<file path="config.mk">
export PLATFORM = sky130hd
export DESIGN_NAME = gipq_ctrl
export DESIGN_NICKNAME = d
export VERILOG_FILES = /design/src/rtl/gipq_pkg.sv /design/src/rtl/gipq_ctrl.sv
export SDC_FILE = /design/constraint.sdc
export NUM_CORES = 1
export LEC_CHECK = 0
export ABC_AREA = 1
export BUFFER_PORTS_ARGS = -buffer_cell sky130_fd_sc_hd__buf_2
export CORE_MARGIN = 5
export CORE_UTILIZATION = 43
export DETAILED_ROUTE_END_ITERATION = 8
export HOLD_SLACK_MARGIN = 0.1
export PLACE_DENSITY = 0.77
export SLEW_MARGIN = 20
export SYNTH_ARGS = -nofsm -noshare
export SYNTH_HDL_FRONTEND = slang
export SYNTH_SLANG_ARGS = --single-unit
</file>
<file path="constraint.sdc">
create_clock -name clk -period 1.54 [get_ports clk]
set_input_delay 0.077 -clock clk [delete_from_list [all_inputs] [get_ports clk]]
set_output_delay 0.077 -clock clk [all_outputs]
set_load 0.05 [all_outputs]
</file>
<file path="src/rtl/gipq_pkg.sv">
`default_nettype none
package gipq_pkg;

    // default sizes
    localparam int TILE_SIZE_DEF   = 64;
    localparam int TILE_REPEAT_DEF = 5;
    localparam int QUEUE_DEPTH_DEF = 1024;

    // fixed field widths
    localparam int COORD_W = 9;
    localparam int DIST_W  = 16;
    localparam int COST_W  = 4;
    localparam int STEP_W  = 4;
    localparam int ENTRY_W = 2 * COORD_W + DIST_W;

    // item modes
    localparam logic [1:0] MODE_LOAD  = 2'd0;
    localparam logic [1:0] MODE_RELAX = 2'd1;
    localparam logic [1:0] MODE_POP   = 2'd2;

    // result status codes
    localparam logic [2:0] ST_DONE     = 3'd0;
    localparam logic [2:0] ST_INSERTED = 3'd1;
    localparam logic [2:0] ST_DECREASE = 3'd2;
    localparam logic [2:0] ST_NOT_IMPR = 3'd3;
    localparam logic [2:0] ST_RANGE    = 3'd4;
    localparam logic [2:0] ST_FULL     = 3'd5;
    localparam logic [2:0] ST_EMPTY    = 3'd6;

    // queue read address select
    localparam logic [1:0] QR_DEC = 2'd0;
    localparam logic [1:0] QR_CUR = 2'd1;
    localparam logic [1:0] QR_INC = 2'd2;

    // result distance select
    localparam logic [1:0] RD_ZERO = 2'd0;
    localparam logic [1:0] RD_CAND = 2'd1;
    localparam logic [1:0] RD_TENT = 2'd2;

    typedef struct packed {
        logic       latch_in;
        logic       div_step;
        logic       tile_wr;
        logic       tile_rd;
        logic       cell_rd;
        logic       t_load;
        logic       wrap_step;
        logic       cand_load;
        logic       flag_wr;
        logic       flag_val;
        logic       flag_clr;
        logic       tent_wr;
        logic       q_rd;
        logic [1:0] q_rd_sel;
        logic       q_wr;
        logic       q_wr_new;
        logic       ptr_zero;
        logic       ptr_set_cnt;
        logic       ptr_set_cntm1;
        logic       ptr_inc;
        logic       ptr_dec;
        logic       cnt_inc;
        logic       cnt_dec;
        logic       pop_latch;
        logic       res_load;
        logic [2:0] res_status;
        logic       res_rc;
        logic [1:0] res_dist;
        logic       out_load;
    } cmd_t;

    typedef struct packed {
        logic [1:0] mode;
        logic       tile_ok;
        logic       grid_ok;
        logic       cnt_zero;
        logic       cnt_full;
        logic       div_busy;
        logic       steps_zero;
        logic       flag_set;
        logic       improved;
        logic       key_ge;
        logic       match;
        logic       ptr_zero;
        logic       ptr_at_cnt;
        logic       ptr_last;
        logic       clr_last;
        logic       out_free;
    } sts_t;

endpackage
`default_nettype wire

</file>
<file path="src/rtl/gipq_ctrl.sv">
`default_nettype none
module gipq_ctrl (
    input  wire logic            clk,
    input  wire logic            rst_n,
    input  wire logic            s_tvalid,
    output logic                 s_tready,
    input  wire gipq_pkg::sts_t  sts,
    output gipq_pkg::cmd_t       cmd
);

    localparam logic [4:0] S_CLEAR    = 5'd0;
    localparam logic [4:0] S_IDLE     = 5'd1;
    localparam logic [4:0] S_DECODE   = 5'd2;
    localparam logic [4:0] S_DIV      = 5'd3;
    localparam logic [4:0] S_TILE     = 5'd4;
    localparam logic [4:0] S_WRAP     = 5'd5;
    localparam logic [4:0] S_CHECK    = 5'd6;
    localparam logic [4:0] S_FIND_RD  = 5'd7;
    localparam logic [4:0] S_FIND_CMP = 5'd8;
    localparam logic [4:0] S_SH_RD    = 5'd9;
    localparam logic [4:0] S_SH_WR    = 5'd10;
    localparam logic [4:0] S_INS_RD   = 5'd11;
    localparam logic [4:0] S_INS_CMP  = 5'd12;
    localparam logic [4:0] S_POP0     = 5'd13;
    localparam logic [4:0] S_POP1     = 5'd14;
    localparam logic [4:0] S_OUT      = 5'd15;

    logic [4:0] state_reg;
    logic [4:0] state_next;
    logic       is_dec_reg;
    logic       is_dec_next;
    logic [2:0] ins_status;

    assign s_tready   = (state_reg == S_IDLE);
    assign ins_status = is_dec_reg ? gipq_pkg::ST_DECREASE : gipq_pkg::ST_INSERTED;

    always_ff @(posedge clk or negedge rst_n)
    begin
        if (!rst_n)
        begin
            state_reg  <= S_CLEAR;
            is_dec_reg <= 1'b0;
        end
        else
        begin
            state_reg  <= state_next;
            is_dec_reg <= is_dec_next;
        end
    end

    // sequencer
    always_comb
    begin
        cmd         = '0;
        state_next  = state_reg;
        is_dec_next = is_dec_reg;
        case (state_reg)
            S_CLEAR:
            begin
                cmd.flag_clr = 1'b1;
                if (sts.clr_last)
                begin
                    state_next = S_IDLE;
                end
            end
            S_IDLE:
            begin
                if (s_tvalid)
                begin
                    cmd.latch_in = 1'b1;
                    state_next   = S_DECODE;
                end
            end
            S_DECODE:
            begin
                cmd.res_load = 1'b1;
                state_next   = S_OUT;
                case (sts.mode)
                    gipq_pkg::MODE_LOAD:
                    begin
                        if (sts.tile_ok)
                        begin
                            cmd.tile_wr    = 1'b1;
                            cmd.res_status = gipq_pkg::ST_DONE;
                            cmd.res_rc     = 1'b1;
                        end
                        else
                        begin
                            cmd.res_status = gipq_pkg::ST_RANGE;
                        end
                    end
                    gipq_pkg::MODE_RELAX:
                    begin
                        if (sts.grid_ok)
                        begin
                            cmd.res_load = 1'b0;
                            state_next   = S_DIV;
                        end
                        else
                        begin
                            cmd.res_status = gipq_pkg::ST_RANGE;
                        end
                    end
                    gipq_pkg::MODE_POP:
                    begin
                        if (sts.cnt_zero)
                        begin
                            cmd.res_status = gipq_pkg::ST_EMPTY;
                        end
                        else
                        begin
                            cmd.res_load = 1'b0;
                            cmd.ptr_zero = 1'b1;
                            state_next   = S_POP0;
                        end
                    end
                    default:
                    begin
                        cmd.res_status = gipq_pkg::ST_DONE;
                    end
                endcase
            end
            S_DIV:
            begin
                if (sts.div_busy)
                begin
                    cmd.div_step = 1'b1;
                end
                else
                begin
                    cmd.tile_rd = 1'b1;
                    cmd.cell_rd = 1'b1;
                    state_next  = S_TILE;
                end
            end
            S_TILE:
            begin
                cmd.t_load = 1'b1;
                state_next = S_WRAP;
            end
            S_WRAP:
            begin
                if (!sts.steps_zero)
                begin
                    cmd.wrap_step = 1'b1;
                end
                else
                begin
                    cmd.cand_load = 1'b1;
                    state_next    = S_CHECK;
                end
            end
            S_CHECK:
            begin
                if (!sts.flag_set)
                begin
                    if (sts.cnt_full)
                    begin
                        cmd.res_load   = 1'b1;
                        cmd.res_status = gipq_pkg::ST_FULL;
                        cmd.res_rc     = 1'b1;
                        cmd.res_dist   = gipq_pkg::RD_CAND;
                        state_next     = S_OUT;
                    end
                    else
                    begin
                        cmd.flag_wr     = 1'b1;
                        cmd.flag_val    = 1'b1;
                        cmd.tent_wr     = 1'b1;
                        cmd.ptr_set_cnt = 1'b1;
                        is_dec_next     = 1'b0;
                        state_next      = S_INS_RD;
                    end
                end
                else if (sts.improved)
                begin
                    cmd.tent_wr  = 1'b1;
                    cmd.ptr_zero = 1'b1;
                    is_dec_next  = 1'b1;
                    state_next   = S_FIND_RD;
                end
                else
                begin
                    cmd.res_load   = 1'b1;
                    cmd.res_status = gipq_pkg::ST_NOT_IMPR;
                    cmd.res_rc     = 1'b1;
                    cmd.res_dist   = gipq_pkg::RD_TENT;
                    state_next     = S_OUT;
                end
            end
            S_FIND_RD:
            begin
                if (sts.ptr_at_cnt)
                begin
                    cmd.ptr_set_cnt = 1'b1;
                    state_next      = S_INS_RD;
                end
                else
                begin
                    cmd.q_rd     = 1'b1;
                    cmd.q_rd_sel = gipq_pkg::QR_CUR;
                    state_next   = S_FIND_CMP;
                end
            end
            S_FIND_CMP:
            begin
                if (sts.match)
                begin
                    state_next = S_SH_RD;
                end
                else
                begin
                    cmd.ptr_inc = 1'b1;
                    state_next  = S_FIND_RD;
                end
            end
            S_SH_RD:
            begin
                if (sts.ptr_last)
                begin
                    cmd.cnt_dec = 1'b1;
                    if (sts.mode == gipq_pkg::MODE_POP)
                    begin
                        cmd.flag_wr    = 1'b1;
                        cmd.res_load   = 1'b1;
                        cmd.res_status = gipq_pkg::ST_DONE;
                        cmd.res_rc     = 1'b1;
                        cmd.res_dist   = gipq_pkg::RD_CAND;
                        state_next     = S_OUT;
                    end
                    else
                    begin
                        cmd.ptr_set_cntm1 = 1'b1;
                        state_next        = S_INS_RD;
                    end
                end
                else
                begin
                    cmd.q_rd     = 1'b1;
                    cmd.q_rd_sel = gipq_pkg::QR_INC;
                    state_next   = S_SH_WR;
                end
            end
            S_SH_WR:
            begin
                cmd.q_wr    = 1'b1;
                cmd.ptr_inc = 1'b1;
                state_next  = S_SH_RD;
            end
            S_INS_RD:
            begin
                if (sts.ptr_zero)
                begin
                    cmd.q_wr       = 1'b1;
                    cmd.q_wr_new   = 1'b1;
                    cmd.cnt_inc    = 1'b1;
                    cmd.res_load   = 1'b1;
                    cmd.res_status = ins_status;
                    cmd.res_rc     = 1'b1;
                    cmd.res_dist   = gipq_pkg::RD_CAND;
                    state_next     = S_OUT;
                end
                else
                begin
                    cmd.q_rd     = 1'b1;
                    cmd.q_rd_sel = gipq_pkg::QR_DEC;
                    state_next   = S_INS_CMP;
                end
            end
            S_INS_CMP:
            begin
                cmd.q_wr = 1'b1;
                if (sts.key_ge)
                begin
                    cmd.ptr_dec = 1'b1;
                    state_next  = S_INS_RD;
                end
                else
                begin
                    cmd.q_wr_new   = 1'b1;
                    cmd.cnt_inc    = 1'b1;
                    cmd.res_load   = 1'b1;
                    cmd.res_status = ins_status;
                    cmd.res_rc     = 1'b1;
                    cmd.res_dist   = gipq_pkg::RD_CAND;
                    state_next     = S_OUT;
                end
            end
            S_POP0:
            begin
                cmd.q_rd     = 1'b1;
                cmd.q_rd_sel = gipq_pkg::QR_CUR;
                state_next   = S_POP1;
            end
            S_POP1:
            begin
                cmd.pop_latch = 1'b1;
                state_next    = S_SH_RD;
            end
            S_OUT:
            begin
                if (sts.out_free)
                begin
                    cmd.out_load = 1'b1;
                    state_next   = S_IDLE;
                end
            end
            default:
            begin
                state_next = S_IDLE;
            end
        endcase
    end

endmodule
`default_nettype wire

</file>
==> metrics, run 1 <==
mean post-synth cell area=around 5.2 µm²; share of the yosys chip area belonging to registers=0.138; number of unique standard cell types used by synthesis=24; Area contributors post-synth=nand2_1 22%, inv_1 15%, dfrtp_1 14%; total I/O pin count=54; clock tree buffer depth=2; number of levels in the clock H-tree=1; root buffer cell=clkbuf_4; halt point of the flow=global routing; post-synthesis cell area=about 910 µm²; worst_ep grt=cmd[5]; error message=[ERROR DPL-0038] Utilization greater than 100%, impossible to legalize; horizontal die dimension=between 50 and 60 µm; area leader, netlist=nand2_1; worst ep type=output port; number of cell rows=16; number of CTS-inserted buffers=3; count of buffers inserted at the top-level ports=between 50 and 60; routability cong.=0.897; Main synth FF type=dfrtp_1; floorplan die height=55.9 µm; outcome=did not finish; count of flip-flops with a built-in enable after synthesis=0; portion of synthesized cell area occupied by the leading cell type=0.215; post-synthesis instance total=roughly 170; Async SR Flop Fraction=1.00; detailed placer's ending HPWL=about 3000 µm; DP Cell Count=between 200 and 300; pin count of the biggest net entering global routing=7; count of warnings emitted by yosys=0; #FFs+latches synth=5; initial cell density of the core=0.457; number of sinks driven by the clock tree=5; Net Count, Synth=roughly 200
==> synthesized netlist by cell type (3+ instances only) <==
master,count
dfrtp_1,5
ha_1,4
inv_1,35
nand2_1,52
nand3_1,15
nand3b_1,3
nor2_1,28
nor2_2,4
o21ai_0,6
==> through the flow <==
| stage | instance area [µm²] | util | setup TNS, ns | setup WS [ns] |
|---|---|---|---|---|
| after CTS | 1770 | 0.893 | -1.31 | -0.176 |
| after global placement | 1410 | 0.713 | 0 | 0.0122 |
| after floorplan | 1000 | - | -0.869 | -0.402 |
| after detailed placement | 1410 | 0.713 | -0.129 | -0.0603 |
==> logic make-up after synthesis <==
family | count (synthesis) | share of synthesized area
and+or+nand+nor | 111 | 0.543
buffers and inverters | 39 | 0.170
AOI/OAI and AO/OA | 14 | 0.0939
DFF | 5 | 0.138
adders and majority gates | 4 | 0.0553
==> repair_timing <==
item | 4_1_cts
pin swaps | 7
resized for setup | 90
buffers inserted | 8
hold buffers | 1
endpoints found under the setup margin | 32
hold endpoints to repair | 5
==> run 2: changes to the inputs <==
--- a/config.mk
+++ b/config.mk
@@ -7,11 +7,10 @@
 export LEC_CHECK = 0
 export ABC_AREA = 1
 export BUFFER_PORTS_ARGS = -buffer_cell sky130_fd_sc_hd__buf_2
-export CORE_MARGIN = 5
-export CORE_UTILIZATION = 43
+export CORE_AREA = 5 5 66 68
 export DETAILED_ROUTE_END_ITERATION = 8
-export HOLD_SLACK_MARGIN = 0.1
-export PLACE_DENSITY = 0.77
+export DIE_AREA = 0 0 71 73
+export PLACE_DENSITY_LB_ADDON = 0.15
 export SLEW_MARGIN = 20
 export SYNTH_ARGS = -nofsm -noshare
 export SYNTH_HDL_FRONTEND = slang
==> metrics, run 2 <==
Slew HR=0.797; fraction of the mapped netlist area in simple logic gates=0.543; peak supply drop=~1.1 mV; area growth from synthesis to final layout=129%; drc violations=0; count of buffers inserted at the top-level ports=53; mux contribution to synthesized area=0; adder and majority gate portion of the synthesized area=0.0552; root buffer cell=clkbuf_8; post-synthesis instance total=173; WL met2=between 2000 and 2500 µm; critical path fanouts, max=5; largest stage delay on the critical path=between 0.4 and 0.5 ns; post-synthesis cell area=between 900 and 1000 µm²; critical path launch point type=flip-flop; pre-CTS WS=-0.0291 ns; drt pass-1 iters=4; crit path time final=around 1.7 ns; Async SR Flop Fraction=1.00; top layer used by detailed routing=met4; total wire length=3880 µm; Layout Skew=between 0.001 and 0.0015 ns; net total in the final layout=287; number of cell rows=23; area of combinational cells with multiple inputs=between 900 and 1000 µm²; number of CTS-inserted buffers=3; max FFs per register=4; dominant combinational cell family by area after synthesis=simple AND/OR/NAND/NOR gates; CP Class=flip-flop to primary output; vias after detailed routing=about 1.4k; Fin. Hold Viols=0; max-slew violation count=0; #FFs+latches synth=5; capture point of the worst reg-to-reg path=state_reg[1]; routability cong.=0.859; share of the synthesized area in compound gates (AO/OA/AOI/OAI)=0.0939; floorplan die height=~73 µm; pin count of the biggest net entering global routing=7; overall track demand over capacity in global routing=0.150; area leader, netlist=nand2_1; total gr overflow=0; Cell Count, Final, Fillers Out=around 310; achievable frequency=roughly 580 MHz; hold_ws=roughly 0.2 ns; total I/O pin count=54; area taken by flip-flops and latches=130 µm²; violations in the final reports=negative setup slack; clock-pin transition on the worst setup and hold timing paths=around 0.04 ns; Routed met3 length=approximately 220 µm; total routed wire length on the met1 layer=1480 µm; cells traversed along the worst timing path=buf_12 > nand2_8 > inv_6 > nand2_4 > nor2_4 > inv_1 > or2_1 > o211ai_1 > buf_4; Net Count, Synth=between 150 and 200; ratio of total power to cell area=around 1800 nW/µm²; detailed placer's ending HPWL=approximately 3000 µm; unrepaired setup endpoints after global routing=true; portion of synthesized cell area occupied by the leading cell type=0.215; Area contributors post-synth=nand2_1 22%, inv_1 15%, dfrtp_1 14%; mean post-synth cell area=5.24 µm²; worst reg2reg path startpoint=state_reg[2]; number of nets with antenna violations after routing=0; initial cell density of the core=0.238; number of diodes=0; data required time at the worst endpoint=1.46 ns; number of levels in the clock H-tree=1; clock network latency to the later pin of the worst-skew pair=around 0.22 ns; crit path DAT=roughly 1.7 ns; initial drt markers=slightly above 70; antenna violations before repair=0; first-pass GRT wire length=approximately 6200 µm; number of unique standard cell types used by synthesis=24; via count of the first global-routing pass=around 1.4k; count of filler cells inserted in the layout=roughly 380; XOR/XNOR share of the synthesized area=0; commonest non-fill, non-tap cell in the layout=nand2_1; clock tree from TritonCTS=built; number of sinks driven by the clock tree=5; commonest cells in the synthesized netlist=52 x nand2_1, 35 x inv_1, 28 x nor2_1; worst min path class=input pin to asynchronous set/reset pin; standby leakage power=roughly 0.0012 µW; final core occ=0.546; share of the yosys chip area belonging to registers=0.138; Main synth FF type=dfrtp_1; final critical-path setup slack=-0.194 ns; endpoint class of the critical path=primary output; post-route clock period utilization=1.13; count of max-cap constraint violations=0; worst reg2reg path depth=11; layout cell share with drive strength beyond 1=0.618; horizontal die dimension=approximately 71 µm; count of flip-flops with a built-in enable after synthesis=0; outcome=complete, but fails checks; setup-violating endpoint count in the final report=14; DP Cell Count=between 200 and 300; average wire per standard cell=approximately 12 µm; cell type of the slowest stage on the worst timing path=dfrtp_2; Worst R2R Setup Slack=roughly 0.05 ns; most frequent cells in the layout=37 x nand2_1, 28 x buf_4, 25 x inv_1; Core Box Area=around 3800 µm²; count of warnings emitted by yosys=0; post-detailed-route via-to-cell ratio=around 4.5; clock tree buffer depth=2; transition time at the pin with the least slew margin=roughly 0.3 ns; cell with the most instances after synthesis=nand2_1; Die Footprint=5180 µm²
[run 2: cell counts after synthesis]
No cell type changed its count.
[run 2: timing repair]
item                       CTS  global route
setup endpoints to repair   28            34
setup buffers                6             6
hold endpoints to repair     5             0
pin swaps                   13            13
gates resized for setup     82            65
hold buffers                 1             0
[run 2: metal layers]
layer | track usage | vias to the layer above
li1 | - | 709
met1 | 0.164 | 645
met2 | 0.283 | 41
met3 | 0.0331 | 11
met4 | 0.0501 | 0
met5 | 0 | -
[run 2: cell type report]
| type | instances | share of cell area |
|---|---|---|
| clock buffers | 4 | 0.0217 |
| inverters | 37 | 0.0729 |
| multi-input cells | 129 | 0.444 |
| repair buffers | 87 | 0.369 |
| well taps | 50 | 0.0301 |
| flip-flops and latches | 5 | 0.0627 |
[run 2: per-stage QoR]
stage,power [µW],TNS [ns],cell area [µm²]
2_1_floorplan,1900,-0.869,1000
3_3_place_gp,2700,-0.118,1500
3_5_place_dp,2680,-0.0690,1500
4_1_cts,3460,-1.03,1850
5_1_grt,4080,-2.69,2080
6_report,3830,-1.20,2080
[run 2: worst max path at each step]
stage,startpoint,end,cells after the start,slack (ns)
after floorplan,state_reg[2],cmd[5],7,-0.40
after CTS,state_reg[2],cmd[5],9,-0.17
after global routing,state_reg[2],cmd[5],9,-0.27
after global placement,state_reg[3],cmd[5],9,-0.04
after detailed placement,state_reg[1],cmd[5],8,-0.03
final,state_reg[2],cmd[5],9,-0.19
[run 2: worst max-delay path: cells and delay by family (launching register included)]
kind / cells / cell delay (ns)
compound gates: 1 / 0.10
simple gates: 4 / 0.42
buf+inv: 4 / 0.46
flops: 1 / 0.44
[run 2: kinds of logic (layout without fill, tap and decap cells)]
kind of cell	count (synthesis)	in the layout
AOI/OAI and AO/OA	14	14
DFF	5	5
adders and majority gates	4	4
buffers and inverters	39	128
and+or+nand+nor	111	111
[run 2: report_power, final]
part,switching (µW),total [µW],internal [µW],leakage [µW]
sequential,140,358,218,0.0000550
combinational,1940,3230,1280,0.00107
clock,68.0,246,178,0.0000228
total,2150,3830,1680,0.00115
Power figures use the tool's default switching activity.
==> run 3: changes to the inputs <==
--- a/config.mk
+++ b/config.mk
@@ -10,6 +10,7 @@
 export CORE_AREA = 5 5 66 68
 export DETAILED_ROUTE_END_ITERATION = 8
 export DIE_AREA = 0 0 71 73
+export GPL_TIMING_DRIVEN = 0
 export PLACE_DENSITY_LB_ADDON = 0.15
 export SLEW_MARGIN = 20
 export SYNTH_ARGS = -nofsm -noshare
==> metrics, run 3 (synthesized netlist as in run 2, its figures left out) <==
overall track demand over capacity in global routing=0.126; Layout Skew=~0.0027 ns; achievable frequency=between 500 and 600 MHz; number of nets with antenna violations after routing=0; max FFs per register=4; pin count of the biggest net entering global routing=8; CP Class=flip-flop to primary output; transition time at the pin with the least slew margin=0.273 ns; max-slew violation count=0; overall power after layout=around 3500 µW; critical path launch point type=flip-flop; most frequent cells in the layout=36 x nand2_1, 25 x inv_1, 23 x buf_2; clock-pin transition on the worst setup and hold timing paths=approximately 0.040 ns; number of levels in the clock H-tree=1; routability cong.=0.859; area growth from synthesis to final layout=108%; critical path fanouts, max=6; layout cell share with drive strength beyond 1=0.590; first-pass GRT wire length=roughly 5400 µm; Die Footprint=about 5200 µm²; drt pass-1 iters=4; number of diodes=0; number of CTS-inserted buffers=3; floorplan die height=73 µm; Slew HR=0.817; clock tree from TritonCTS=built; detailed placer's ending HPWL=2750 µm; data required time at the worst endpoint=1.46 ns; total wire length=roughly 3600 µm; peak supply drop=0.735 mV; standby leakage power=approximately 0.0011 µW; Cell Count, Final, Fillers Out=299; unrepaired setup endpoints after global routing=true; average wire per standard cell=around 12 µm; total gr overflow=0; via count of the first global-routing pass=1263; total I/O pin count=54; initial drt markers=between 60 and 70; horizontal die dimension=roughly 70 µm; commonest non-fill, non-tap cell in the layout=nand2_1; area taken by flip-flops and latches=between 100 and 150 µm²; number of cell rows=23; setup-violating endpoint count in the final report=15; Fin. Hold Viols=0; count of filler cells inserted in the layout=around 410; count of max-cap constraint violations=0; number of sinks driven by the clock tree=5; DP Cell Count=roughly 280; count of buffers inserted at the top-level ports=53; clock tree buffer depth=2; final critical-path setup slack=-0.209 ns; worst min path class=input pin to asynchronous set/reset pin; ratio of total power to cell area=roughly 1900 nW/µm²; vias after detailed routing=between 1k and 1.5k; post-route clock period utilization=1.14; crit path time final=around 1.7 ns; violations in the final reports=negative setup slack; root buffer cell=clkbuf_8; post-detailed-route via-to-cell ratio=approximately 4.4; endpoint class of the critical path=primary output; area of combinational cells with multiple inputs=872 µm²; crit path DAT=~1.7 ns; drc violations=0; Core Box Area=3800 µm²; outcome=complete, but fails checks; initial cell density of the core=0.238; net total in the final layout=~270; clock network latency to the later pin of the worst-skew pair=0.22 ns; antenna violations before repair=0
[run 3: cell types whose count changed in the layout (fill, tap and decap cells not counted), moves of 2 or more]
cell / before / now
clkbuf_4: 5 / 1
inv_4: 3 / 1
nand2_2: 12 / 14
buf_2: 21 / 23
nor2_2: 6 / 8
buf_4: 28 / 22
nor2_1: 11 / 13
inv_2: 8 / 10
nor2_4: 16 / 12
buf_8: 9 / 6
[run 3: repair_timing]
item	in CTS	in global routing
endpoints found under the setup margin	26	32
endpoints found under the hold margin	5	0
buffers inserted	7	11
pin swaps	6	12
resized for setup	49	84
hold buffers	1	0
[run 3: path summary, 6_finish.rpt]
kind | depth (start not counted) | endpoint | startpoint | slack (ns)
max | 7 | cmd[20] | state_reg[2] | -0.21
min | 2 | state_reg[1] | rst_n | 0.19
max reg2reg | 11 | state_reg[0] | state_reg[2] | 0.02
min reg2reg | 2 | is_dec_reg | is_dec_reg | 0.63
max in group asynchronous | 2 | state_reg[3] | rst_n | 1.20
min in group clk | 3 | is_dec_reg | sts[7] | 0.19
[run 3: area by class of cell]
class / instances / share of cell area
buffer: 2 / 0.00798
clock buffer: 4 / 0.0240
inverter: 37 / 0.0778
multi-input combinational: 129 / 0.464
sequential: 5 / 0.0692
tap: 50 / 0.0333
timing repair buffer: 72 / 0.324
[run 3: per-layer routing]
layer	GRT usage	vias to the layer above	routed length, µm
met5	0	-	0
met4	0.0313	0	40
met3	0.0152	4	132
met2	0.231	31	1860
met1	0.155	598	1520
li1	-	688	-
[run 3: worst max-delay path, cell delays in order, from the launching register on]
cell and delay (ns):
dfrtp_2 0.48, nand2_4 0.13, clkinv_4 0.07, buf_4 0.14, nand2_4 0.08, o21ai_4 0.06
or3_4 0.33, buf_6 0.16
[run 3: power breakdown]
group | total (µW) | switching, µW | internal (µW) | leakage [µW]
Combinational | 2870 | 1810 | 1060 | 0.000997
Sequential | 368 | 151 | 217 | 0.0000550
Clock | 243 | 65.2 | 178 | 0.0000228
[run 3: through the flow]
step / TNS, ns / utilization / hold slack [ns] / area (µm²) / setup slack [ns]
final: -1.23 / 0.495 / 0.194 / 1880 / -0.209
after global routing: -2.54 / 0.495 / 0.217 / 1880 / -0.270
after CTS: -1.41 / 0.413 / 0.191 / 1570 / -0.209
after detailed placement: -0.742 / 0.350 / -0.102 / 1330 / -0.167
after global placement: -0.920 / 0.350 / -0.102 / 1330 / -0.182
after floorplan: -0.869 / - / -0.219 / 1000 / -0.402
==> run 4: changes to the inputs <==
--- a/config.mk
+++ b/config.mk
@@ -6,10 +6,10 @@
 export NUM_CORES = 1
 export LEC_CHECK = 0
 export ABC_AREA = 1
-export BUFFER_PORTS_ARGS = -buffer_cell sky130_fd_sc_hd__buf_2
 export CORE_AREA = 5 5 66 68
 export DETAILED_ROUTE_END_ITERATION = 8
 export DIE_AREA = 0 0 71 73
+export DONT_BUFFER_PORTS = 1
 export GPL_TIMING_DRIVEN = 0
 export PLACE_DENSITY_LB_ADDON = 0.15
 export SLEW_MARGIN = 20
==> metrics, run 4 (synthesized netlist as in run 2, its figures left out) <==
outcome=complete, but fails checks; violations in the final reports=negative setup slack; number of CTS-inserted buffers=3; number of sinks driven by the clock tree=5; number of levels in the clock H-tree=1; ratio of total power to cell area=roughly 2100 nW/µm²; unrepaired setup endpoints after global routing=true; clock tree from TritonCTS=built; critical path's most frequent cell=nand2_4; root buffer cell=clkbuf_8; count of buffers inserted at the top-level ports=0; commonest non-fill, non-tap cell in the layout=nand2_1; achievable frequency=slightly below 500 MHz; total gr overflow=0; final critical-path setup slack=-0.518 ns; Slew HR=0.293; total cell area at the placement stage=1060 µm²; number of diodes=0; critical path fanouts, max=4; first-pass GRT wire length=5930 µm; largest stage delay on the critical path=between 0.8 and 0.9 ns; standby leakage power=~0.00084 µW; average wire per standard cell=14.8 µm; CP Class=flip-flop to primary output; net total in the final layout=234; vias after detailed routing=1246; clock network latency to the later pin of the worst-skew pair=0.22 ns; max FFs per register=4; max-slew violation count=0; horizontal die dimension=between 70 and 80 µm; Worst R2R Setup Slack=-0.08 ns; pin count of the biggest net entering global routing=7; DP Cell Count=about 220; crit path DAT=around 2 ns; Fin. Hold Viols=0; transition time at the pin with the least slew margin=around 1.1 ns; detailed placer's ending HPWL=between 2000 and 3000 µm; data required time at the worst endpoint=about 1.5 ns; initial cell density of the core=0.238; critical path launch point type=flip-flop; number of cell rows=23; drc violations=0; clock tree buffer depth=2; initial drt markers=46; Cell Count, Final, Fillers Out=roughly 260; post-detailed-route via-to-cell ratio=approximately 4.8; count of filler cells inserted in the layout=about 390; area growth from synthesis to final layout=102%; overall track demand over capacity in global routing=0.141; antenna violations before repair=0; count of max-cap constraint violations=0; peak supply drop=between 0.6 and 0.7 mV; layout cell share with drive strength beyond 1=0.569; setup-violating endpoint count in the final report=31; cell type of the slowest stage on the worst timing path=o211ai_1; total wire length=around 3800 µm; floorplan die height=about 73 µm; total I/O pin count=54; post-route clock period utilization=1.34; most frequent cells in the layout=34 x nand2_1, 23 x buf_4, 19 x nor2_4; number of nets with antenna violations after routing=0; aggregate negative setup slack=-6.08 ns; worst min path class=input pin to flip-flop; drt pass-1 iters=4; routability cong.=0.868; via count of the first global-routing pass=roughly 1.3k; buffer and inverter count on the worst path=2; Layout Skew=approximately 0.00055 ns; cells traversed along the worst timing path=inv_2 > nand2_4 > nor2_4 > nand2_4 > nand2_8 > inv_4 > o211ai_1; crit path time final=a little over 2 ns; top cell family by delay on the critical path=compound AO/OA/AOI/OAI gates; post-route standard cell area excluding fillers=1830 µm²; endpoint class of the critical path=primary output; pre-CTS WS=-0.559 ns; Die Footprint=around 5200 µm²; Core Box Area=~3800 µm²; clock-pin transition on the worst setup and hold timing paths=0.04 ns
==> run 4: cell types whose count changed in the layout (fill, tap and decap cells not counted), sizes merged <==
| cell | before | now |
|---|---|---|
| clkbuf | 5 | 4 |
| clkinvlp | 0 | 7 |
| inv | 36 | 29 |
| buf | 72 | 33 |
==> run 4: per-layer routing <==
layer | track usage | vias up | wire [µm]
met5 | 0 | - | 0
met3 | 0.0386 | 6 | 187
met4 | 0.0438 | 0 | 72
met2 | 0.248 | 32 | 2100
li1 | - | 604 | -
met1 | 0.166 | 604 | 1460
==> run 4: final timing paths <==
check                      cells past startpoint          from           end
setup / recovery                               7  state_reg[2]        cmd[5]
hold reg to reg                                2  state_reg[1]  state_reg[1]
setup reg to reg                              10  state_reg[1]  state_reg[1]
min in group asynchronous                      1         rst_n  state_reg[2]
max in group asynchronous                      1         rst_n  state_reg[3]
hold / removal                                 3      s_tvalid  state_reg[0]
==> run 4: final cells by class <==
cell class	count	area (µm²)	area share
clock buffer	4	45.0	0.0246
multi-input combinational	129	1100	0.601
tap	50	62.6	0.0342
buffer	2	22.5	0.0123
inverter	37	193	0.105
timing repair buffer	32	277	0.151
sequential	5	130	0.0712
==> run 4: per-stage QoR <==
stage / total power [µW] / utilization / hold WS (ns)
4_1_cts: 3180 / 0.400 / 0.150
2_1_floorplan: 1900 / - / -0.219
3_3_place_gp: 2190 / 0.280 / -0.218
5_1_grt: 4090 / 0.481 / 0.144
3_5_place_dp: 2190 / 0.280 / -0.218
6_report: 3840 / 0.481 / 0.110
==> run 4: what timing repair did <==
action	CTS	global route
endpoints found under the setup margin	28	36
hold endpoints to repair	5	0
gates cloned	0	0
pin swaps	18	15
hold buffers	1	0
setup buffers	16	15
resized for setup	75	48
==> run 4: where the power goes <==
part | switching [µW] | internal (µW) | leakage [µW] | total, µW
clock network | 64.5 | 178 | 0.0000228 | 242
registers | 128 | 218 | 0.0000550 | 346
logic | 2130 | 1130 | 0.000762 | 3260
==> run 4: worst min-delay path: stages <==
cell and delay [ns]:
o21ai_2 0.05, nor2_2 0.11, nand2_1 0.06
